## config.mk

```make
export PLATFORM = sky130hd
export DESIGN_NAME = stable_priority_task_queue_core
export DESIGN_NICKNAME = d
export VERILOG_FILES = /design/src/sv/stpq_pkg.sv /design/src/sv/stpq_dp.sv /design/src/sv/stpq_ctrl.sv /design/src/sv/stable_priority_task_queue_core.sv
export SDC_FILE = /design/constraint.sdc
export NUM_CORES = 1
export LEC_CHECK = 0
export ABC_AREA = 1
export BUFFER_PORTS_ARGS = -buffer_cell sky130_fd_sc_hd__buf_2
export CORE_UTILIZATION = 40
export DETAILED_ROUTE_END_ITERATION = 8
export PLACE_DENSITY = 0.57
export SYNTH_ARGS = -nofsm -noshare
export SYNTH_HDL_FRONTEND = slang
export SYNTH_SLANG_ARGS = --single-unit
```

## constraint.sdc

```tcl
create_clock -name clk -period 8 [get_ports clk]
set_clock_uncertainty 0.2 [all_clocks]
set_input_delay 1.6 -clock clk [delete_from_list [all_inputs] [get_ports clk]]
set_output_delay 1.6 -clock clk [all_outputs]
set_load 0.01 [all_outputs]
```

## src/sv/stpq_pkg.sv

```systemverilog
`timescale 1ns / 1ps

package stpq_pkg;

    // fixed field widths
    localparam int OP_W     = 2;
    localparam int HND_W    = 8;
    localparam int PRI_W    = 8;
    localparam int TAG_W    = 4;
    localparam int STAT_W   = 2;
    localparam int CNT_W    = 5;
    localparam int TAG_CNT  = 16;

    // operation codes
    typedef enum logic [OP_W-1:0] {
        OP_INSERT = 2'd0,
        OP_TAKE   = 2'd1,
        OP_FINISH = 2'd2,
        OP_NONE   = 2'd3
    } op_t;

    // result status codes
    typedef enum logic [STAT_W-1:0] {
        ST_OK       = 2'd0,
        ST_EMPTY    = 2'd1,
        ST_FULL     = 2'd2,
        ST_NOTFOUND = 2'd3
    } status_t;

    // controller to datapath commands
    typedef struct packed {
        logic load;
        logic exec;
    } cmd_t;

endpackage

```

## src/sv/stpq_dp.sv

```systemverilog
`timescale 1ns / 1ps

module stpq_dp #(
    parameter int QUEUE_DEPTH = 16
) (
    input  logic                          clk,
    input  logic                          rst_n,
    input  stpq_pkg::cmd_t                cmd,
    input  logic [stpq_pkg::OP_W-1:0]     operation,
    input  logic [stpq_pkg::HND_W-1:0]    handler_id,
    input  logic [stpq_pkg::PRI_W-1:0]    priority_req,
    input  logic [stpq_pkg::TAG_W-1:0]    task_tag,
    output logic [stpq_pkg::STAT_W-1:0]   status,
    output logic [stpq_pkg::HND_W-1:0]    out_handler,
    output logic [stpq_pkg::TAG_W-1:0]    out_tag,
    output logic [stpq_pkg::CNT_W-1:0]    occupancy
);

    localparam int IDX_W = (QUEUE_DEPTH > 1) ? $clog2(QUEUE_DEPTH) : 1;
    localparam int CMP_W = (IDX_W + 1 > stpq_pkg::CNT_W) ? IDX_W + 1 : stpq_pkg::CNT_W;
    localparam int MAX_ENTRIES = (QUEUE_DEPTH < stpq_pkg::TAG_CNT) ?
                                 QUEUE_DEPTH : stpq_pkg::TAG_CNT;

    // latched item
    stpq_pkg::op_t               op_reg;
    logic [stpq_pkg::HND_W-1:0]  hnd_in_reg;
    logic [stpq_pkg::PRI_W-1:0]  pri_in_reg;
    logic [stpq_pkg::TAG_W-1:0]  tag_in_reg;

    // slot array, kept sorted by priority
    logic [stpq_pkg::PRI_W-1:0]  pri_reg  [QUEUE_DEPTH];
    logic [stpq_pkg::PRI_W-1:0]  pri_next [QUEUE_DEPTH];
    logic [stpq_pkg::HND_W-1:0]  hnd_reg  [QUEUE_DEPTH];
    logic [stpq_pkg::HND_W-1:0]  hnd_next [QUEUE_DEPTH];
    logic [stpq_pkg::TAG_W-1:0]  tag_reg  [QUEUE_DEPTH];
    logic [stpq_pkg::TAG_W-1:0]  tag_next [QUEUE_DEPTH];
    logic [QUEUE_DEPTH-1:0]      run_reg;
    logic [QUEUE_DEPTH-1:0]      run_next;

    logic [stpq_pkg::CNT_W-1:0]   count_reg;
    logic [stpq_pkg::CNT_W-1:0]   count_next;
    logic [stpq_pkg::TAG_CNT-1:0] tag_use_reg;
    logic [stpq_pkg::TAG_CNT-1:0] tag_use_next;

    // result registers
    stpq_pkg::status_t           status_reg;
    stpq_pkg::status_t           status_next;
    logic [stpq_pkg::HND_W-1:0]  ohnd_reg;
    logic [stpq_pkg::HND_W-1:0]  ohnd_next;
    logic [stpq_pkg::TAG_W-1:0]  otag_reg;
    logic [stpq_pkg::TAG_W-1:0]  otag_next;

    // search results
    logic [CMP_W-1:0]            cnt_ext;
    logic [stpq_pkg::TAG_W-1:0]  free_tag;
    logic                        free_found;
    logic                        full;
    logic [QUEUE_DEPTH-1:0]      mark;
    logic [QUEUE_DEPTH-1:0]      first;
    logic [QUEUE_DEPTH-1:0]      match;
    logic [IDX_W-1:0]            match_pos;
    logic                        found;
    logic [QUEUE_DEPTH-1:0]      rm;

    assign cnt_ext = CMP_W'(count_reg);

    // lowest free tag
    always_comb
    begin
        free_tag   = '0;
        free_found = 1'b0;
        for (int i = stpq_pkg::TAG_CNT - 1; i >= 0; i--)
        begin
            if (!tag_use_reg[i])
            begin
                free_tag   = stpq_pkg::TAG_W'(i);
                free_found = 1'b1;
            end
        end
    end

    assign full = (cnt_ext >= CMP_W'(QUEUE_DEPTH)) || !free_found;

    // insert region: slots from the insert point up to the count move down one
    always_comb
    begin
        for (int i = 0; i < QUEUE_DEPTH; i++)
        begin
            if (CMP_W'(i) < cnt_ext)
            begin
                mark[i] = pri_reg[i] > pri_in_reg;
            end
            else
            begin
                mark[i] = (CMP_W'(i) == cnt_ext);
            end
        end
    end

    assign first = mark & ~(mark << 1);

    // finish search: tags of queued entries are unique, so match is one-hot
    always_comb
    begin
        match_pos = '0;
        for (int i = 0; i < QUEUE_DEPTH; i++)
        begin
            match[i] = (CMP_W'(i) < cnt_ext) && (tag_reg[i] == tag_in_reg);
            if (match[i])
            begin
                match_pos = match_pos | IDX_W'(i);
            end
        end
        found = |match;
        for (int i = 0; i < QUEUE_DEPTH; i++)
        begin
            rm[i] = found && (CMP_W'(i) < cnt_ext) && (CMP_W'(i) >= CMP_W'(match_pos));
        end
    end

    // next state of slots, counters and result
    always_comb
    begin
        pri_next     = pri_reg;
        hnd_next     = hnd_reg;
        tag_next     = tag_reg;
        run_next     = run_reg;
        count_next   = count_reg;
        tag_use_next = tag_use_reg;
        status_next  = status_reg;
        ohnd_next    = ohnd_reg;
        otag_next    = otag_reg;
        if (cmd.exec)
        begin
            status_next = stpq_pkg::ST_OK;
            ohnd_next   = '0;
            otag_next   = '0;
            case (op_reg)
                stpq_pkg::OP_INSERT:
                begin
                    if (full)
                    begin
                        status_next = stpq_pkg::ST_FULL;
                    end
                    else
                    begin
                        for (int i = 0; i < QUEUE_DEPTH; i++)
                        begin
                            if (first[i])
                            begin
                                pri_next[i] = pri_in_reg;
                                hnd_next[i] = hnd_in_reg;
                                tag_next[i] = free_tag;
                                run_next[i] = 1'b0;
                            end
                            else if (mark[i] && i > 0)
                            begin
                                pri_next[i] = pri_reg[i-1];
                                hnd_next[i] = hnd_reg[i-1];
                                tag_next[i] = tag_reg[i-1];
                                run_next[i] = run_reg[i-1];
                            end
                        end
                        count_next             = count_reg + 1'b1;
                        tag_use_next[free_tag] = 1'b1;
                        otag_next              = free_tag;
                    end
                end
                stpq_pkg::OP_TAKE:
                begin
                    if (count_reg != '0 && !run_reg[0])
                    begin
                        run_next[0] = 1'b1;
                        ohnd_next   = hnd_reg[0];
                        otag_next   = tag_reg[0];
                    end
                    else
                    begin
                        status_next = stpq_pkg::ST_EMPTY;
                    end
                end
                stpq_pkg::OP_FINISH:
                begin
                    if (!found)
                    begin
                        status_next = stpq_pkg::ST_NOTFOUND;
                    end
                    else
                    begin
                        for (int i = 0; i < QUEUE_DEPTH - 1; i++)
                        begin
                            if (rm[i])
                            begin
                                pri_next[i] = pri_reg[i+1];
                                hnd_next[i] = hnd_reg[i+1];
                                tag_next[i] = tag_reg[i+1];
                                run_next[i] = run_reg[i+1];
                            end
                        end
                        if (rm[QUEUE_DEPTH-1])
                        begin
                            run_next[QUEUE_DEPTH-1] = 1'b0;
                        end
                        count_next               = count_reg - 1'b1;
                        tag_use_next[tag_in_reg] = 1'b0;
                    end
                end
                default:
                begin
                    status_next = stpq_pkg::ST_OK;
                end
            endcase
        end
    end

    // control state
    always_ff @(posedge clk or negedge rst_n)
    begin
        if (!rst_n)
        begin
            run_reg     <= '0;
            count_reg   <= '0;
            tag_use_reg <= '0;
        end
        else
        begin
            run_reg     <= run_next;
            count_reg   <= count_next;
            tag_use_reg <= tag_use_next;
        end
    end

    // payload registers
    always_ff @(posedge clk)
    begin
        if (cmd.load)
        begin
            op_reg     <= stpq_pkg::op_t'(operation);
            hnd_in_reg <= handler_id;
            pri_in_reg <= priority_req;
            tag_in_reg <= task_tag;
        end
        pri_reg    <= pri_next;
        hnd_reg    <= hnd_next;
        tag_reg    <= tag_next;
        status_reg <= status_next;
        ohnd_reg   <= ohnd_next;
        otag_reg   <= otag_next;
    end

    assign status      = status_reg;
    assign out_handler = ohnd_reg;
    assign out_tag     = otag_reg;
    assign occupancy   = count_reg;

    // count never passes the slot or tag limit
    a_count_limit: assert property (@(posedge clk) disable iff (!rst_n)
        CMP_W'(count_reg) <= CMP_W'(MAX_ENTRIES))
        else $error("entry count beyond limit");

    // one tag in use per queued entry
    a_tag_count: assert property (@(posedge clk) disable iff (!rst_n)
        $countones(tag_use_reg) == int'(count_reg))
        else $error("tag map out of step with entry count");

    // a successful take leaves the head running
    a_take_head: assert property (@(posedge clk) disable iff (!rst_n)
        cmd.exec && op_reg == stpq_pkg::OP_TAKE && count_reg != '0 |=> run_reg[0])
        else $error("head not running after take");

    // no running mark while the queue is empty
    a_run_tail: assert property (@(posedge clk) disable iff (!rst_n)
        count_reg == '0 |-> run_reg == '0)
        else $error("running mark on empty queue");

endmodule

```

## src/sv/stpq_ctrl.sv

```systemverilog
`timescale 1ns / 1ps

module stpq_ctrl (
    input  logic            clk,
    input  logic            rst_n,
    input  logic            in_valid,
    output logic            in_stall,
    output logic            out_valid,
    input  logic            out_stall,
    output stpq_pkg::cmd_t  cmd
);

    typedef enum logic [2:0] {
        S_IDLE = 3'b001,
        S_EXEC = 3'b010,
        S_OUT  = 3'b100
    } state_t;

    state_t state_reg;
    state_t state_next;

    // sequencing: take item, update queue, present result
    always_comb
    begin
        state_next = state_reg;
        cmd.load   = 1'b0;
        cmd.exec   = 1'b0;
        case (state_reg)
            S_IDLE:
            begin
                if (in_valid)
                begin
                    cmd.load   = 1'b1;
                    state_next = S_EXEC;
                end
            end
            S_EXEC:
            begin
                cmd.exec   = 1'b1;
                state_next = S_OUT;
            end
            S_OUT:
            begin
                if (!out_stall)
                begin
                    state_next = S_IDLE;
                end
            end
            default:
            begin
                state_next = S_IDLE;
            end
        endcase
    end

    always_ff @(posedge clk or negedge rst_n)
    begin
        if (!rst_n)
        begin
            state_reg <= S_IDLE;
        end
        else
        begin
            state_reg <= state_next;
        end
    end

    assign in_stall  = (state_reg != S_IDLE);
    assign out_valid = (state_reg == S_OUT);

    // an accepted item shows its result once the update state has passed
    a_item_latency: assert property (@(posedge clk) disable iff (!rst_n)
        in_valid && !in_stall |=> !out_valid ##1 out_valid)
        else $error("result not presented on time");

    // no new item while a result is pending
    a_one_item: assert property (@(posedge clk) disable iff (!rst_n)
        out_valid |-> in_stall)
        else $error("input open while result pending");

    // the queue is updated once per item
    a_one_exec: assert property (@(posedge clk) disable iff (!rst_n)
        cmd.exec |=> !cmd.exec && out_valid)
        else $error("update not followed by result");

endmodule

```

## src/sv/stable_priority_task_queue_core.sv

```systemverilog
`timescale 1ns / 1ps

// channel  handshake            payload
// in       in_valid / in_stall  operation, handler_id, priority_req, task_tag
// out      out_valid/ out_stall status, out_handler, out_tag, occupancy
//
// one item passes three steps: accept, queue update, result presented.
// the queue update shifts the sorted slot array for an insert or finish; a take only marks the head running.
// the next item is taken the cycle after the result leaves.
// rst_n clears the count, tag map and running marks at once; no clearing pass.
// in_stall stays high from accept until the result is taken.

module stable_priority_task_queue_core #(
    parameter int QUEUE_DEPTH = 16
) (
    input  logic                          clk,
    input  logic                          rst_n,
    input  logic                          in_valid,
    output logic                          in_stall,
    input  logic [stpq_pkg::OP_W-1:0]     operation,
    input  logic [stpq_pkg::HND_W-1:0]    handler_id,
    input  logic [stpq_pkg::PRI_W-1:0]    priority_req,
    input  logic [stpq_pkg::TAG_W-1:0]    task_tag,
    output logic                          out_valid,
    input  logic                          out_stall,
    output logic [stpq_pkg::STAT_W-1:0]   status,
    output logic [stpq_pkg::HND_W-1:0]    out_handler,
    output logic [stpq_pkg::TAG_W-1:0]    out_tag,
    output logic [stpq_pkg::CNT_W-1:0]    occupancy
);

    stpq_pkg::cmd_t cmd;

    // sequencer
    stpq_ctrl u_ctrl (
        .clk       (clk),
        .rst_n     (rst_n),
        .in_valid  (in_valid),
        .in_stall  (in_stall),
        .out_valid (out_valid),
        .out_stall (out_stall),
        .cmd       (cmd)
    );

    // sorted slot array
    stpq_dp #(
        .QUEUE_DEPTH (QUEUE_DEPTH)
    ) u_dp (
        .clk          (clk),
        .rst_n        (rst_n),
        .cmd          (cmd),
        .operation    (operation),
        .handler_id   (handler_id),
        .priority_req (priority_req),
        .task_tag     (task_tag),
        .status       (status),
        .out_handler  (out_handler),
        .out_tag      (out_tag),
        .occupancy    (occupancy)
    );

endmodule
```

### Word level (Yosys, flattened, before mapping)

Index checks and enable logic that the tools add are counted.
Widths: inputs -> output; s select.

* output and inout port bits: 21
* bits in registers: 396
* bits of input ports: 26
* word-level logic and storage cells: 574

* order comparisons: 52
* $add $sub $neg: 2
* bitwise logic cells: 6
* mux-type cells: 285
* equality and inequality tests: 74
* reduce and logical (&&, ||, !) cells: 81

Operators with widths (count)
* $mux 8: 92
* $pmux 120 s2: 2
* $mux 4: 72
* $mux 128: 2
* $mux 120: 2
* $gt 8x8->1: 16
* $pmux 60 s2: 1
* $reduce_and 6->1: 16
* $mux 1: 87
* $eq 4x4->1: 16
* $mux 16: 4
* $mux 64: 1
* $mux 60: 1
* $logic_and 1x1->1: 50
* $ne 3x1->1 const B: 16
* $eq 4x5->1 const A: 8
* $lt 4x5->1 const A: 8
* $ne 2x1->1 const B: 19
* $and 16x16->16: 2
* $not 16->16: 2
* $pmux 16 s2: 1
* $pmux 15 s2: 1
* $ge 4x4->1 const A: 7
* $eq 3x5->1 const A: 4
* other kinds (41): 70

### Depth between registers and ports, before layout

* depth after elaboration: 23
* depth in mapped cells: 20
* gate-level depth less buffers: 19

### Hierarchy

From an unflattened synthesis, not the netlist that was laid out.

* cell total of the unflattened synthesis: 2962
* area total of the unflattened synthesis: 24267.0 µm²

Modules (own cells, without submodules)
* stpq_dp: instances 1, area each 24093.1 µm², cells an instance 2943, seq. area each 11616.1 µm²
* stpq_ctrl: instances 1, area each 173.9 µm², cells an instance 19, seq. area each 76.3 µm²

### Least setup slack after synthesis

OpenSTA, ideal clock, no wires.

* path kind: register -> register
* start: register u_ctrl.state_reg[2]
* end: register u_dp.hnd_reg[0] (netlist name) (enable)
* slack: 3.598 ns
* stages on the path, launching flop included: 4
* arrival: 3.754 ns
* library setup time: 0.448 ns
* clock period less this slack: 4.402 ns
* path buffers: 0
* data required time: 7.352 ns
* cell sequence: dfrtp_1 nor3_1 inv_1 nor4_1

* word-level cells in the longest chain between the ends: 3

Ends and longest elaborated chain
* from (decl): line stpq_ctrl.sv:19 `state_t state_reg;`
* from (signal assigned): line stpq_ctrl.sv:64 `state_reg <= state_next;`
* $eq 3x2->1: line stpq_ctrl.sv:28 `case (state_reg)`
* $mux 1: line stpq_ctrl.sv:28
* $reduce_and 4->1 (no line)
* to (signal assigned): line stpq_dp.sv:244 `hnd_reg <= hnd_next;`
* to (decl): line stpq_dp.sv:33 `logic [stpq_pkg::HND_W-1:0] hnd_reg [QUEUE_DEPTH];`

Every way passes these cells.
A chain may end at the register's enable or synchronous reset.

### Worst setup path in the final report

* start: register u_dp.pri_in_reg[2] (netlist name)
* end: register u_dp.pri_reg[25] (netlist name), data pin

* word-level cells in the longest chain between the ends: 7
* elaborated cells on any way between the ends: 9
* classes of those cells: order compare (2); mux (5); bitwise (2)

Ends and longest elaborated chain
* from (decl): line stpq_dp.sv:27 `logic [stpq_pkg::PRI_W-1:0] pri_in_reg;`
* from (signal assigned): line stpq_dp.sv:240 `pri_in_reg <= priority_req;`
* $gt 8x8->1: line stpq_dp.sv:91 `mark[i] = pri_reg[i] > pri_in_reg;`
* $mux 1: line stpq_dp.sv:89 `if (CMP_W'(i) < cnt_ext)`
* $not 16->16: line stpq_dp.sv:100 `assign first = mark & ~(mark << 1);`
* $and 16x16->16 (*): line stpq_dp.sv:100
* $mux 8 (*): line stpq_dp.sv:149 `if (first[i])`
* $mux 128 (*): line stpq_dp.sv:141 `if (full)`
* $pmux 120 s2 (*): line stpq_dp.sv:138 `case (op_reg)`
* to (signal assigned): line stpq_dp.sv:243 `pri_reg <= pri_next;`
* to (decl): line stpq_dp.sv:31 `logic [stpq_pkg::PRI_W-1:0] pri_reg [QUEUE_DEPTH];`

Mark *: on every way between the ends. The rest lies on a longest branch, timed or not. The select of a mux whose other input is x is not followed.

==> run metrics <==
HPWL after DPL=56800 µm; area of the die=61600 µm²; ranking of synthesized cells by area=edfxtp_1 (44%), nand2_1 (12%), o21ai_0 (11%); worst-skew pair later-pin latency=0.61 ns; Final Setup Violations=0; post-route setup TNS=0 ns; Max Buffers Root-to-Sink=3; reg2reg setup slack=3.11 ns; # diodes=0; Adder-Cell Fraction of Synth Area=0.0707; type of the worst min-delay path=reg2reg; Tmin final=4.89 ns; I/O Buffers=46; Synth Instances=2984; CTS tree=done; VDD IR-drop max=0.190 mV; area of placed instances=25000 µm²; Slew Viols, Final=0; Overall Global Routing Usage=0.268; Synth Area in XOR/XNOR=0.00470; Gate power share=0.410; CTS buffer count=49; Crit Path Class=reg2reg; CTS H-tree depth=2; area leader, netlist=edfxtp_1; tightest hold margin=0.294 ns; share of cells above drive strength 1=0.0703; clock group share of total power=0.258; global-route wire length before repair=125000 µm; Clock Root Buffer=clkbuf_16; critical path data arrival time=5.03 ns; CTS Hold Bufs=0; PD cells=328 nW/µm²; post-synthesis cell type count=47; Max Freq=204 MHz; Remaining Overflow, GRT=0; R2R cell count=15; mapped cell area=24200 µm²; crit start category=flop; status=completed; Ys Warns=0; P_leak=10.8 nW; internal power=4.99 mW; Starting DRT DRC Count=2347; final antenna-violating net count=0; GPL Wtd Cong=1.04; Psw=3.76 mW; Sw Ratio=0.430; Synth Area in Compound Gates=0.169; mean post-synth cell area=8.12 µm²; vias=21600; vias in the first global route=20500; Worst slew margin=0.227; final wirelength=82400 µm; Starting Density=0.408; Crit. End Element=flop; final instance area=26600 µm²; clk slew on worst S/H paths=0.06 ns; Area Growth Syn to Fin=9.86%; simple-gate share of the synthesized area=0.210; die width=248 µm; largest family of logic cells by synthesized area=simple AND/OR/NAND/NOR gates; cell row count=89; Final period util=0.612; number of vias per cell=5.74; CP startpoint=u_dp.pri_in_reg[2]; Hold Path Sink=u_dp.run_reg[15]; Async S/R FF share, synth=0.101; hold_sp=u_dp.run_reg[15]; FF+latch count, synth=396; drc violations=0; Routed WL per cell=21.9 µm; pin count of the biggest net entering global routing=226; Final Hold Fails=0; worst r2r src=u_dp.pri_in_reg[2]; mux contribution to synthesized area=0; I/O pins=47; max cap viols=0; Critical Path RT=8.14 ns; CTS Sinks=396; RSZ-0062 raised after global routing=no; ys flop type=edfxtp_1; critical path peak fanout=25; # Post-CTS Setup Buffers=0; syn_nets=3147; Post-synth EDFFs=356; CORE AREA=59500 µm²; Die H=248 µm; First-pass DRT Iterations=7; sequential element share of the synthesized area=0.482; register share of total power=0.333; Worst Tran Pin Value=1.16 ns; Synth top area share=0.441; hold path depth=2; final layout net count=3114; cells resized by post-CTS repair=0; Total Power=8.74 mW; RR Endpoint=u_dp.pri_reg[25]; Filler cells=5949; Util after Layout=0.448; initial antenna violation count=0
-- logic make-up after synthesis --
group                    after synthesis
AND/OR/NAND/NOR                     1278
AO/OA/AOI/OAI                        778
flip-flops                           396
buffers and inverters                382
adder cells (fa/ha/maj)              137
XOR/XNOR                              13
-- per-stage QoR --
stage | cells | setup WS (ns)
floorplan | 2984 | 3.60
finish | 3762 | 3.11
global route | 3762 | 2.75
global placement | 3673 | 3.26
CTS | 3762 | 3.17
detailed placement | 3673 | 3.22
-- final cells by class --
cell class	instances	area (µm²)	share of cell area
tap	773	967	0.0363
clock buffer	61	1300	0.0489
sequential	396	11700	0.439
timing repair buffer	78	495	0.0186
inverter	220	828	0.0311
clock inverter	28	290	0.0109
multi-input combinational	2206	11100	0.415
-- per-layer routing --
| metal | global-route usage | share of wire | routed length, µm |
|---|---|---|---|
| met5 | 0 | 0 | 0 |
| met2 | 0.415 | 0.44 | 36300 |
| met3 | 0.0407 | 0.082 | 6750 |
| met1 | 0.381 | 0.45 | 36800 |
| met4 | 0.0920 | 0.031 | 2590 |
-- critical path, cell delays in order, from the launching register on --
cell and delay (ns):
edfxtp_1 0.76, inv_1 0.63, ha_1 0.49, nand2_1 0.10, inv_1 0.06, o21ai_0 0.13
nand2_1 0.09, nand2_1 0.07, o211ai_1 0.16, nand3_1 0.20, nand2_1 0.10, nand2_1 0.07
buf_4 0.34, clkinv_1 0.73, nor2_1 0.33, o21ai_0 0.13
-- power by group through the flow --
stage | clock, mW | combinational (mW) | sequential (mW)
finish | 2.25 | 3.58 | 2.91
global route | 2.35 | 3.99 | 2.92
global placement | 0 | 3.45 | 2.94
CTS | 2.29 | 3.53 | 2.90
detailed placement | 0 | 3.51 | 2.94
floorplan | 0 | 2.43 | 2.84
-- cells in the mapped netlist, types with 5 or more instances --
master / instances
nand2_1: 804
o21ai_0: 527
edfxtp_1: 356
nor2_1: 336
inv_1: 200
ha_1: 137
a21oi_1: 118
clkbuf_1: 118
nand3_1: 78
o21ai_1: 50
dfrtp_1: 39
o211ai_1: 34
buf_2: 25
nand4_1: 22
o22ai_1: 21
inv_2: 17
buf_4: 11
nor3_1: 10
nor2_2: 9
nand2_2: 7
xor2_1: 7
a31oi_1: 6
o21a_1: 6
xnor2_1: 6
buf_1: 5
-- worst max path at each step --
| stage | to | slack (ns) | cells past startpoint |
|---|---|---|---|
| CTS | u_dp.pri_reg[25] | 3.17 | 15 |
| global route | u_dp.hnd_reg[31] | 2.75 | 14 |
| detailed placement | u_dp.hnd_reg[24] | 3.22 | 15 |
| global placement | u_dp.hnd_reg[24] | 3.26 | 15 |
| floorplan | u_dp.hnd_reg[0] | 3.60 | 3 |
| finish | u_dp.pri_reg[25] | 3.11 | 15 |
-- placed cells by master, fill, tap and decap left out, types with 22 or more instances in the layout --
master	count
ha_1	136
clkbuf_16	49
o21ai_1	50
nand4_1	22
inv_1	198
edfxtp_1	356
dfrtp_1	39
o211ai_1	34
o21ai_0	527
nand3_1	78
nand2_1	804
buf_4	30
a21oi_1	118
nor2_1	333
buf_2	46
(Power assumes the default switching activity.)
